`config.mk`:
```
export PLATFORM = sky130hd
export DESIGN_NAME = two_level_ready_queue_scheduler
export DESIGN_NICKNAME = d
export VERILOG_FILES = /design/src/rtl/core/tlrq_pkg.sv /design/src/rtl/core/tlrq_ram.sv /design/src/rtl/core/two_level_ready_queue_scheduler.sv
export SDC_FILE = /design/constraint.sdc
export NUM_CORES = 2
export LEC_CHECK = 0
export ABC_AREA = 1
export BUFFER_PORTS_ARGS = -buffer_cell sky130_fd_sc_hd__buf_4
export CORE_ASPECT_RATIO = 1.2
export CORE_UTILIZATION = 55
export DETAILED_ROUTE_END_ITERATION = 10
export PLACE_DENSITY = 0.78
export SLEW_MARGIN = 20
export SYNTH_ARGS = -nofsm -noshare
export SYNTH_HDL_FRONTEND = slang
export SYNTH_SLANG_ARGS = --single-unit
```
`constraint.sdc`:
```
create_clock -name clk -period 5.12 [get_ports clk]
set_input_delay 0.768 -clock clk [delete_from_list [all_inputs] [get_ports clk]]
set_output_delay 0.768 -clock clk [all_outputs]
set_load 0.01 [all_outputs]
```
`src/rtl/core/tlrq_pkg.sv`:
```
`default_nettype none
package tlrq_pkg;
    localparam int DEF_TABLE_DEPTH = 16;
    localparam int DEF_PID_BITS = 16;
    localparam logic [7:0] AGE_MAX = 8'hFF;
    localparam logic [7:0] STARVING_AGE_RESET = 8'd5;

    localparam logic [2:0] OP_ENQUEUE = 3'd0;
    localparam logic [2:0] OP_SELECT = 3'd1;
    localparam logic [2:0] OP_PROMOTE = 3'd2;
    localparam logic [2:0] OP_EXITED = 3'd3;
    localparam logic [2:0] OP_KILL = 3'd4;
    localparam logic [2:0] OP_REAP = 3'd5;

    localparam logic [1:0] ST_OK = 2'd0;
    localparam logic [1:0] ST_EMPTY = 2'd1;
    localparam logic [1:0] ST_FULL = 2'd2;

    // Table selectors: one shared RAM holds all three tables.
    localparam logic [1:0] TB_HIGH = 2'd0;
    localparam logic [1:0] TB_NORMAL = 2'd1;
    localparam logic [1:0] TB_DEFUNCT = 2'd2;
endpackage
`default_nettype wire

```
`src/rtl/core/tlrq_ram.sv`:
```
`default_nettype none
module tlrq_ram #(
    parameter int WIDTH = 8,
    parameter int DEPTH = 16
) (
    input wire logic clk,
    input wire logic we,
    input wire logic [$clog2(DEPTH)-1:0] waddr,
    input wire logic [WIDTH-1:0] wdata,
    input wire logic [$clog2(DEPTH)-1:0] raddr,
    output logic [WIDTH-1:0] rdata
);
    logic [WIDTH-1:0] mem [DEPTH];

    // Single write port, registered read port.
    always_ff @(posedge clk)
    begin
        if (we)
        begin
            mem[waddr] <= wdata;
        end
        rdata <= mem[raddr];
    end
endmodule
`default_nettype wire

```
`src/rtl/core/two_level_ready_queue_scheduler.sv`:
```
`default_nettype none
// Three FIFO tables (high ready, normal ready, defunct) live in one RAM and are
// worked on by a sequencer that moves one word per step. Enqueue, exited, a
// select on empty tables and the unused opcodes go straight to the output
// state. A search reads the table one entry at a time and closing the gap
// reads and rewrites each entry shifted; a kill searches both ready tables.
// Promote ages each normal entry and moves a starving one when high has room.
// The single RAM port pair sets the pace. in_ready is low while a transaction
// is in progress; a result waits in S_OUT until the output register is free,
// and the next transaction can be taken while that register still holds it.
module two_level_ready_queue_scheduler #(
    parameter int TABLE_DEPTH = tlrq_pkg::DEF_TABLE_DEPTH,
    parameter int PID_BITS = tlrq_pkg::DEF_PID_BITS
) (
    input wire logic clk,
    input wire logic rst_n,
    input wire logic cfg_we,
    input wire logic [7:0] cfg_wdata,
    input wire logic in_valid,
    output logic in_ready,
    input wire logic [2:0] opcode,
    input wire logic [PID_BITS-1:0] pid,
    input wire logic is_high,
    input wire logic crit_flag,
    input wire logic [7:0] term_code,
    output logic out_valid,
    input wire logic out_ready,
    output logic [1:0] status,
    output logic [PID_BITS-1:0] out_pid,
    output logic out_high,
    output logic out_critical,
    output logic [7:0] out_term_code,
    output logic [$clog2(TABLE_DEPTH + 1)-1:0] high_count,
    output logic [$clog2(TABLE_DEPTH + 1)-1:0] normal_count,
    output logic [$clog2(TABLE_DEPTH + 1)-1:0] defunct_count
);
    import tlrq_pkg::*;

    localparam int IW = $clog2(TABLE_DEPTH);
    localparam int CW = $clog2(TABLE_DEPTH + 1);
    localparam int DW = PID_BITS + 8;
    localparam int AW = IW + 2;
    localparam logic [CW-1:0] FULLC = CW'(TABLE_DEPTH);

    typedef enum logic [8:0] {
        S_IDLE = 9'b000000001,
        S_RD = 9'b000000010,
        S_CHK = 9'b000000100,
        S_SH_RD = 9'b000001000,
        S_SH_WR = 9'b000010000,
        S_DONE = 9'b000100000,
        S_P_RD = 9'b001000000,
        S_P_CHK = 9'b010000000,
        S_OUT = 9'b100000000
    } state_t;

    state_t state_reg, state_next;
    logic [CW-1:0] cnt_reg [3];
    logic [CW-1:0] cnt_next [3];
    logic [7:0] starve_reg;
    logic [2:0] op_reg;
    logic [PID_BITS-1:0] pid_in_reg;
    logic [7:0] code_in_reg;
    logic [1:0] tb_reg, tb_next;
    logic [CW-1:0] idx_reg, idx_next;
    logic [CW-1:0] sh_reg, sh_next;
    logic pass2_reg, pass2_next;
    logic [1:0] st_reg, st_next;
    logic [PID_BITS-1:0] opid_reg, opid_next;
    logic oh_reg, oh_next, oc_reg, oc_next;
    logic [7:0] ocode_reg, ocode_next;
    logic [DW-1:0] hold_reg, hold_next;

    logic we;
    logic [AW-1:0] waddr, raddr;
    logic [DW-1:0] wdata, rdata;
    logic [PID_BITS-1:0] r_pid, pid_w;
    logic [7:0] r_aux, age_inc;

    tlrq_ram #(.WIDTH(DW), .DEPTH(3 << IW)) u_ram (
        .clk(clk), .we(we), .waddr(waddr), .wdata(wdata),
        .raddr(raddr), .rdata(rdata)
    );

    assign r_pid = rdata[DW-1:8];
    assign r_aux = rdata[7:0];
    assign pid_w = pid_in_reg;
    assign age_inc = (r_aux == AGE_MAX) ? r_aux : r_aux + 8'd1;

    function automatic logic [AW-1:0] addr(input logic [1:0] t, input logic [CW-1:0] i);
        return {t, i[IW-1:0]};
    endfunction

    // Configuration register.
    always_ff @(posedge clk or negedge rst_n)
    begin
        if (!rst_n)
        begin
            starve_reg <= STARVING_AGE_RESET;
        end
        else if (cfg_we)
        begin
            starve_reg <= cfg_wdata;
        end
    end

    // Sequencer.
    always_comb
    begin
        state_next = state_reg;
        cnt_next = cnt_reg;
        tb_next = tb_reg;
        idx_next = idx_reg;
        sh_next = sh_reg;
        pass2_next = pass2_reg;
        st_next = st_reg;
        opid_next = opid_reg;
        oh_next = oh_reg;
        oc_next = oc_reg;
        ocode_next = ocode_reg;
        hold_next = hold_reg;
        we = 1'b0;
        waddr = '0;
        wdata = '0;
        raddr = addr(tb_reg, idx_reg);
        case (state_reg)
            S_IDLE:
            begin
                if (in_valid)
                begin
                    st_next = ST_OK;
                    opid_next = '0;
                    oh_next = 1'b0;
                    oc_next = 1'b0;
                    ocode_next = '0;
                    idx_next = '0;
                    pass2_next = 1'b0;
                    state_next = S_OUT;
                    case (opcode)
                        OP_ENQUEUE:
                        begin
                            if (is_high || crit_flag)
                            begin
                                if (cnt_reg[TB_HIGH] == FULLC)
                                begin
                                    st_next = ST_FULL;
                                end
                                else
                                begin
                                    we = 1'b1;
                                    waddr = addr(TB_HIGH, cnt_reg[TB_HIGH]);
                                    wdata = {pid, 6'd0, crit_flag, 1'b1};
                                    cnt_next[TB_HIGH] = cnt_reg[TB_HIGH] + 1'b1;
                                end
                            end
                            else if (cnt_reg[TB_NORMAL] == FULLC)
                            begin
                                st_next = ST_FULL;
                            end
                            else
                            begin
                                we = 1'b1;
                                waddr = addr(TB_NORMAL, cnt_reg[TB_NORMAL]);
                                wdata = {pid, 8'd0};
                                cnt_next[TB_NORMAL] = cnt_reg[TB_NORMAL] + 1'b1;
                            end
                        end
                        OP_EXITED:
                        begin
                            if (cnt_reg[TB_DEFUNCT] == FULLC)
                            begin
                                st_next = ST_FULL;
                            end
                            else
                            begin
                                we = 1'b1;
                                waddr = addr(TB_DEFUNCT, cnt_reg[TB_DEFUNCT]);
                                wdata = {pid, term_code};
                                cnt_next[TB_DEFUNCT] = cnt_reg[TB_DEFUNCT] + 1'b1;
                            end
                        end
                        OP_SELECT:
                        begin
                            if (cnt_reg[TB_HIGH] != '0)
                            begin
                                tb_next = TB_HIGH;
                                state_next = S_RD;
                            end
                            else if (cnt_reg[TB_NORMAL] != '0)
                            begin
                                tb_next = TB_NORMAL;
                                state_next = S_RD;
                            end
                            else
                            begin
                                st_next = ST_EMPTY;
                            end
                        end
                        OP_KILL:
                        begin
                            tb_next = TB_HIGH;
                            state_next = S_RD;
                        end
                        OP_REAP:
                        begin
                            tb_next = TB_DEFUNCT;
                            state_next = S_RD;
                        end
                        OP_PROMOTE:
                        begin
                            tb_next = TB_NORMAL;
                            state_next = S_RD;
                        end
                        default:
                        begin
                            state_next = S_OUT;
                        end
                    endcase
                end
            end
            // Issue a read of entry idx; past the count, end, restart or switch the scan.
            S_RD:
            begin
                if (idx_reg >= cnt_reg[tb_reg])
                begin
                    if (op_reg == OP_SELECT)
                    begin
                        // No critical entry: take the high head.
                        idx_next = '0;
                        pass2_next = 1'b1;
                        state_next = S_CHK;
                        raddr = addr(tb_reg, '0);
                    end
                    else if (op_reg == OP_KILL && tb_reg == TB_HIGH)
                    begin
                        tb_next = TB_NORMAL;
                        idx_next = '0;
                    end
                    else if (op_reg == OP_PROMOTE)
                    begin
                        state_next = S_OUT;
                    end
                    else
                    begin
                        st_next = ST_EMPTY;
                        state_next = S_OUT;
                    end
                end
                else
                begin
                    state_next = (op_reg == OP_PROMOTE) ? S_P_CHK : S_CHK;
                end
            end
            // Examine the word read for this entry.
            S_CHK:
            begin
                if (op_reg == OP_SELECT)
                begin
                    if (tb_reg == TB_NORMAL || pass2_reg || r_aux[1])
                    begin
                        opid_next = r_pid;
                        oh_next = (tb_reg == TB_HIGH) & r_aux[0];
                        oc_next = (tb_reg == TB_HIGH) & r_aux[1];
                        sh_next = idx_reg;
                        state_next = S_SH_RD;
                    end
                    else
                    begin
                        idx_next = idx_reg + 1'b1;
                        state_next = S_RD;
                    end
                end
                else if (op_reg == OP_REAP && pid_in_reg == '0)
                begin
                    ocode_next = r_aux;
                    sh_next = '0;
                    state_next = S_SH_RD;
                end
                else if (r_pid == pid_w)
                begin
                    if (op_reg == OP_KILL && cnt_reg[TB_DEFUNCT] == FULLC)
                    begin
                        st_next = ST_FULL;
                        state_next = S_OUT;
                    end
                    else
                    begin
                        ocode_next = (op_reg == OP_REAP) ? r_aux : 8'd0;
                        sh_next = idx_reg;
                        state_next = S_SH_RD;
                    end
                end
                else
                begin
                    idx_next = idx_reg + 1'b1;
                    state_next = S_RD;
                end
            end
            // Close the gap at sh: read sh+1, then write it to sh.
            S_SH_RD:
            begin
                if (sh_reg + 1'b1 >= cnt_reg[tb_reg])
                begin
                    cnt_next[tb_reg] = cnt_reg[tb_reg] - 1'b1;
                    state_next = S_DONE;
                end
                else
                begin
                    raddr = addr(tb_reg, sh_reg + 1'b1);
                    state_next = S_SH_WR;
                end
            end
            S_SH_WR:
            begin
                we = 1'b1;
                waddr = addr(tb_reg, sh_reg);
                wdata = rdata;
                sh_next = sh_reg + 1'b1;
                state_next = S_SH_RD;
            end
            // After removal: kill adds a defunct entry; promote moves to high.
            S_DONE:
            begin
                if (op_reg == OP_KILL)
                begin
                    we = 1'b1;
                    waddr = addr(TB_DEFUNCT, cnt_reg[TB_DEFUNCT]);
                    wdata = {pid_w, code_in_reg};
                    cnt_next[TB_DEFUNCT] = cnt_reg[TB_DEFUNCT] + 1'b1;
                    state_next = S_OUT;
                end
                else if (op_reg == OP_PROMOTE)
                begin
                    we = 1'b1;
                    waddr = addr(TB_HIGH, cnt_reg[TB_HIGH]);
                    wdata = {hold_reg[DW-1:8], 8'd0};
                    cnt_next[TB_HIGH] = cnt_reg[TB_HIGH] + 1'b1;
                    state_next = S_RD;
                end
                else
                begin
                    state_next = S_OUT;
                end
            end
            // Promote: age the entry, then move it or write it back.
            S_P_CHK:
            begin
                if (age_inc >= starve_reg && cnt_reg[TB_HIGH] != FULLC)
                begin
                    hold_next = {r_pid, age_inc};
                    sh_next = idx_reg;
                    state_next = S_SH_RD;
                end
                else
                begin
                    if (age_inc >= starve_reg)
                    begin
                        st_next = ST_FULL;
                    end
                    we = 1'b1;
                    waddr = addr(TB_NORMAL, idx_reg);
                    wdata = {r_pid, age_inc};
                    idx_next = idx_reg + 1'b1;
                    state_next = S_RD;
                end
            end
            S_OUT:
            begin
                if (!out_valid || out_ready)
                begin
                    state_next = S_IDLE;
                end
            end
            default:
            begin
                state_next = S_IDLE;
            end
        endcase
    end

    // Control registers.
    always_ff @(posedge clk or negedge rst_n)
    begin
        if (!rst_n)
        begin
            state_reg <= S_IDLE;
            cnt_reg[0] <= '0;
            cnt_reg[1] <= '0;
            cnt_reg[2] <= '0;
            out_valid <= 1'b0;
        end
        else
        begin
            state_reg <= state_next;
            cnt_reg <= cnt_next;
            if (state_reg == S_OUT && (!out_valid || out_ready))
            begin
                out_valid <= 1'b1;
            end
            else if (out_ready)
            begin
                out_valid <= 1'b0;
            end
        end
    end

    // Working and result payload registers.
    always_ff @(posedge clk)
    begin
        if (state_reg == S_IDLE && in_valid)
        begin
            op_reg <= opcode;
            pid_in_reg <= pid;
            code_in_reg <= term_code;
        end
        tb_reg <= tb_next;
        idx_reg <= idx_next;
        sh_reg <= sh_next;
        pass2_reg <= pass2_next;
        st_reg <= st_next;
        opid_reg <= opid_next;
        oh_reg <= oh_next;
        oc_reg <= oc_next;
        ocode_reg <= ocode_next;
        hold_reg <= hold_next;
        if (state_reg == S_OUT && (!out_valid || out_ready))
        begin
            status <= st_reg;
            out_pid <= opid_reg;
            out_high <= oh_reg;
            out_critical <= oc_reg;
            out_term_code <= ocode_reg;
            high_count <= cnt_reg[TB_HIGH];
            normal_count <= cnt_reg[TB_NORMAL];
            defunct_count <= cnt_reg[TB_DEFUNCT];
        end
    end

    assign in_ready = (state_reg == S_IDLE);
endmodule
`default_nettype wire
```
# Word-level counts from Yosys, hierarchy flattened
# Memories as Yosys holds them, arrays and structs flattened. A register that Yosys moved wholly into a read port is not among the register bits.
# Index checks and enable logic that the tools add are counted.
# totals
wordCells	288
n_memories	1
register_bits	168
output_inout_bits	45
in_bits	42
mem_bits_rw	1152
# memory_table
memory	depth	word_bits	rd	rd_clocked_by_memory_dff	write_ports	line	text
u_ram.mem	48	24	1	1	1	tlrq_ram.sv:13	logic [WIDTH-1:0] mem [DEPTH];
# op_classes
n_bitwise	3
addsub	7
muxes	144
n_eq_ne	64
n_reduce_logical	37
magnitude_cmp	5
# ops
cell	count
$mux W24	8
$mux W5	29
$mux W9	13
$pmux W24 S4	1
$pmux W9 S8	1
$mux W8	8
$ne A2 B2 Y1 const B	25
$mux W16	3
$pmux W24 S2	1
$pmux W5 S3	3
$mux W2	21
$pmux W16 S2	1
$mux W15	2
$mux W6	5
$mux W4	7
$add A5 B1 Y5 const B	5
$pmux W6 S4	1
$mux W1	21
$ne A3 B3 Y1 const B	7
$pmux W5 S4	1
$pmux W9 S2	1
$eq A16 B16 Y1	1
$logic_not A16 Y1	1
$ne A4 B4 Y1 const B	4
other kinds (56)	90

# Longest topological paths before layout
# logic_depth
depth_word	8
ltp_mapped	26

# By module
# A second synthesis with hierarchy kept.
# unflattened
hier_cells	4815
area_unflattened_um2	55863.6
# by_module_without_submodules
module	area_each_um2	instances	seq_area_each_um2	cells_per_inst
tlrq_ram	47057.6	1	35073.6	3806
two_level_ready_queue_scheduler	8805.9	1	4618.2	1009

# Worst setup path before layout
# Ideal clock, no wire load.
# synth_path
path_kind	reg2reg
startpoint	register u_ram.rdata[2], read port of u_ram.mem
endpoint	memory u_ram.mem[0][0] (netlist bit) (enable)
arrival_ps	3934
path_buffers	1
setup_slack_ps	782
path_stages_with_launch	19
synth_period_minus_slack_ps	4338
cell_sequence	dfxtp_1 inv_1 nor3_1 nand2_1 nor3_1 xor2_1 nand2_1 ha_1 nand2_1 nor2_1 nand4_1 o2111ai_1 nand2_1 nand2_1 buf_2 o211ai_1 nor4_1 nand2_1 nor2_1
# synth_via
elab_chain_len	8
word_cells_on_any_way	11
# synth_rtl
element	line	text
from (decl)	tlrq_ram.sv:11	output logic [WIDTH-1:0] rdata
$add A8 B1 Y8 / $eq A8 B8 Y1 (equally long branches)	two_level_ready_queue_scheduler.sv:88	assign age_inc = (r_aux == AGE_MAX) ? r_aux : r_aux + 8'd1;
$mux W8 (*)	two_level_ready_queue_scheduler.sv:88	
$ge A8 B8 Y1 (*)	two_level_ready_queue_scheduler.sv:348	if (age_inc >= starve_reg && cnt_reg[TB_HIGH] != FULLC)
$logic_and A1 B1 Y1 (*)	two_level_ready_queue_scheduler.sv:348	
$mux W1	two_level_ready_queue_scheduler.sv:348	
$pmux W1 S4	two_level_ready_queue_scheduler.sv:126	case (state_reg)
$mux W1	tlrq_ram.sv:18	if (we)
$mux W1 (implied by the code)	tlrq_ram.sv:20	mem[waddr] <= wdata;
to (decl)	tlrq_ram.sv:13	
# Every way passes the cells marked *; elsewhere a longest branch is shown, timed or not.

# Worst setup path in the final report
# layout_path
startpoint	register u_ram.rdata[6], read port of u_ram.mem
endpoint	memory u_ram.mem[25][16] (netlist bit) (enable)
# The elaborated chain is that of the path after synthesis.

==> impl_metrics.json <==
{
  "slew_headroom_pct": 23.3,
  "synth_seq_area_share_pct": 66.5,
  "synth_cell_types": 56,
  "ys_warn_count": 0,
  "synth-seq-cells": 1335,
  "floorplan.initialDensity_pct": 55.4,
  "dieHeight_microns": 363,
  "grt_max_degree": 105,
  "irDropWorstVdd_v": 0.000362,
  "powerDensity_nw_per_um2": 538,
  "cts_resized": 0,
  "cts_tree": "built",
  "cts_made_buffers": 121,
  "finalSetupTns_ns": 0,
  "fillers": 7937,
  "path_clk_slew_ns": 0.06,
  "rows": 132,
  "dp_slack_ns": 0.356,
  "critPathRequiredTime_ns": 5.56,
  "synth_area_leader_cell": "edfxtp_1",
  "drt_wl_total_microns": 165000,
  "core-area_sq_um": 108000,
  "cts_max_level": 3,
  "crit_chain": "inv_1 > nor2_1 > nand2_1 > nand2_1 > nor2_1 > nand2_1 > xor2_1 > ha_1 > nand2_1 > nor2_1 > nand4_1 > o2111ai_1 > nand2_1 > a31oi_1 > inv_1 > nor2_1 > nand2_1 > nor2_2 > buf_12",
  "drc": 0,
  "nets": 5757,
  "synth_top_flop_cell": "edfxtp_1",
  "grt_overflow": 0,
  "io_pins": 87,
  "skew_ns": 0.0429,
  "worst_pin_slew_ns": 1.15,
  "ff2ff_path_depth": 19,
  "drtPass1Iterations": 8,
  "wl_per_cell_microns": 22.9,
  "avgSynthCellArea_sq_um": 10.6,
  "largest_reg_flops": 1152,
  "antenna_found_initial": 1,
  "fin_cells": 7201,
  "hold_viol": 0,
  "layout_commonest_cell": "edfxtp_1",
  "finalSetupViolCount": 0,
  "final.period_utilization_pct": 92.6,
  "finalWorstSetupSlack_ns": 0.378,
  "rsz0062_at_grt": "false",
  "insertion_delay_ns": 0.76,
  "fin_util_pct": 62.4,
  "grt_pass1_vias": 41000,
  "worst-setup-path-type": "flop to flop",
  "startpoint": "u_ram.rdata[6]$_DFF_P_",
  "die_x_microns": 303,
  "port-buffer-count": 86,
  "synthTopCellsByArea": "edfxtp_1, nand3_1, nand2_1, inv_1, nand3b_1",
  "area_delta_synth_final_pct": 12.7,
  "arrival_ns": 5.19,
  "dr_total_vias": 42300,
  "critPathBufInv": 3,
  "grtUsageTotal_pct": 30.0,
  "clock_sinks": 1335,
  "grt_pass1_wl_microns": 247000,
  "syn_inst": 5606,
  "synth_edf_count": 1279,
  "start_kind": "flop",
  "synth.net_count": 5676,
  "timing.rr.end": "u_ram.mem[25][16]$_DFFE_PP_",
  "synth.top_cell.area_share_pct": 64.4,
  "top_regs": "u_ram.mem x1152, u_ram.rdata x24",
  "max-cap-violations": 0,
  "min_period_ns": 4.74,
  "critical-path-max-stage-delay_ns": 0.64,
  "via_per_inst": 5.87,
  "drtIter0Drc": 5531,
  "cts_root_buf": "clkbuf_16",
  "dp_cells": 6969,
  "layout_common_cells": "edfxtp_1, nand3_1, nand2_1",
  "min_from": "out_ready",
  "p_leak_nw": 27.7,
  "fmax_mhz": 211,
  "drive_gt1_share_pct": 9.51,
  "crit_path_end_kind": "flop",
  "cp_slowest_cell": "nor2_2",
  "dpl.hpwl_microns": 99800,
  "dieArea_sq_um": 110000,
  "path_common_cell": "nand2_1",
  "hp-class": "input pin to flop",
  "r2r-start": "u_ram.rdata[6]$_DFF_P_",
  "cp_max_fo": 18,
  "drv_slew": 0,
  "hold_depth": 2,
  "cts_max_path_buffers": 3,
  "run_status": "finished clean",
  "syn_area_sq_um": 59700,
  "ant_nets": 0,
  "r2r_slack_ns": 0.38,
  "largest-register": "u_ram.mem",
  "critPathTopFamily": "simple AND/OR/NAND/NOR gates",
  "worstHoldEndpoint": "out_valid$_DFFE_PN0P_",
  "async_flop_share_pct": 2.40,
  "place.gp.congestion": 0.958,
  "p_total_mw": 36.1
}
-- Yosys cell counts (16+ instances only) --
master,count
a21oi_1,34
buf_1,18
buf_2,147
buf_4,17
clkbuf_1,115
dfrtp_1,29
dfxtp_1,24
edfxtp_1,1279
ha_1,28
inv_1,985
nand2_1,1015
nand3_1,1244
nand3b_1,288
nor2_1,136
nor3_1,23
o2111ai_1,20
o21ai_0,57
o22ai_1,16
xor2_1,16
-- layer usage --
metal  GRT usage (%)  share of wire (%)
met1            38.8                 37
met2            47.8                 47
met3            5.15                 10
met4            17.1                5.7
met5               0                  0
-- worst max path at each step --
stage	slack [ns]	endpoint	cells past startpoint
2_1_floorplan	0.78	u_ram.mem[0][0]$_DFFE_PP_	18
3_3_place_gp	0.24	u_ram.mem[27][18]$_DFFE_PP_	16
3_5_place_dp	0.36	u_ram.mem[5][4]$_DFFE_PP_	18
4_1_cts	0.33	u_ram.mem[5][23]$_DFFE_PP_	18
5_1_grt	0.11	u_ram.mem[7][17]$_DFFE_PP_	19
6_report	0.38	u_ram.mem[25][16]$_DFFE_PP_	19
-- repair_timing --
item / 4_1_cts / 5_1_grt
hold buffers: 1 / 0
buffers inserted: 0 / 0
hold endpoints to repair: 29 / 0
-- through the flow --
stage | area [sq um] | hold slack (ns)
2_1_floorplan | 59700 | 0.400
3_3_place_gp | 62900 | 0.403
5_1_grt | 67200 | 0.205
6_report | 67200 | 0.214
4_1_cts | 67200 | 0.188
3_5_place_dp | 63000 | 0.405
-- cells by family (layout without fill, tap and decap cells) --
logic type	count (synthesis)	after routing	synth area share [%]
buffers and inverters	1304	1490	8.68
muxes	1	1	0.0189
and+or+nand+nor	2745	2745	22.0
adders and majority gates	28	28	0.587
other	0	2	0
AOI/OAI and AO/OA	165	165	1.76
xor gates and xnor gates	28	28	0.411
DFF	1335	1335	66.5
-- cell type report --
cell class / count / area [sq um] / area share [%]
Sequential cell: 1335 / 39700 / 59.0
Multi-Input combinational cell: 2967 / 15300 / 22.8
Inverter: 1002 / 3770 / 5.60
Clock buffer: 159 / 3360 / 4.99
Timing Repair Buffer: 260 / 2490 / 3.70
Tap cell: 1407 / 1760 / 2.62
Clock inverter: 69 / 867 / 1.29
Antenna cell: 2 / 5.00 / 0.00744
-- report_power, final --
group          total [mW]  internal [mW]  leakage, nW  switching, mW
clock                9.58           5.53         2.06           4.05
combinational        13.5           3.90         13.7           9.58
sequential           13.1           12.6         12.0          0.467
Note: power is estimated with default switching activity, not from simulation.
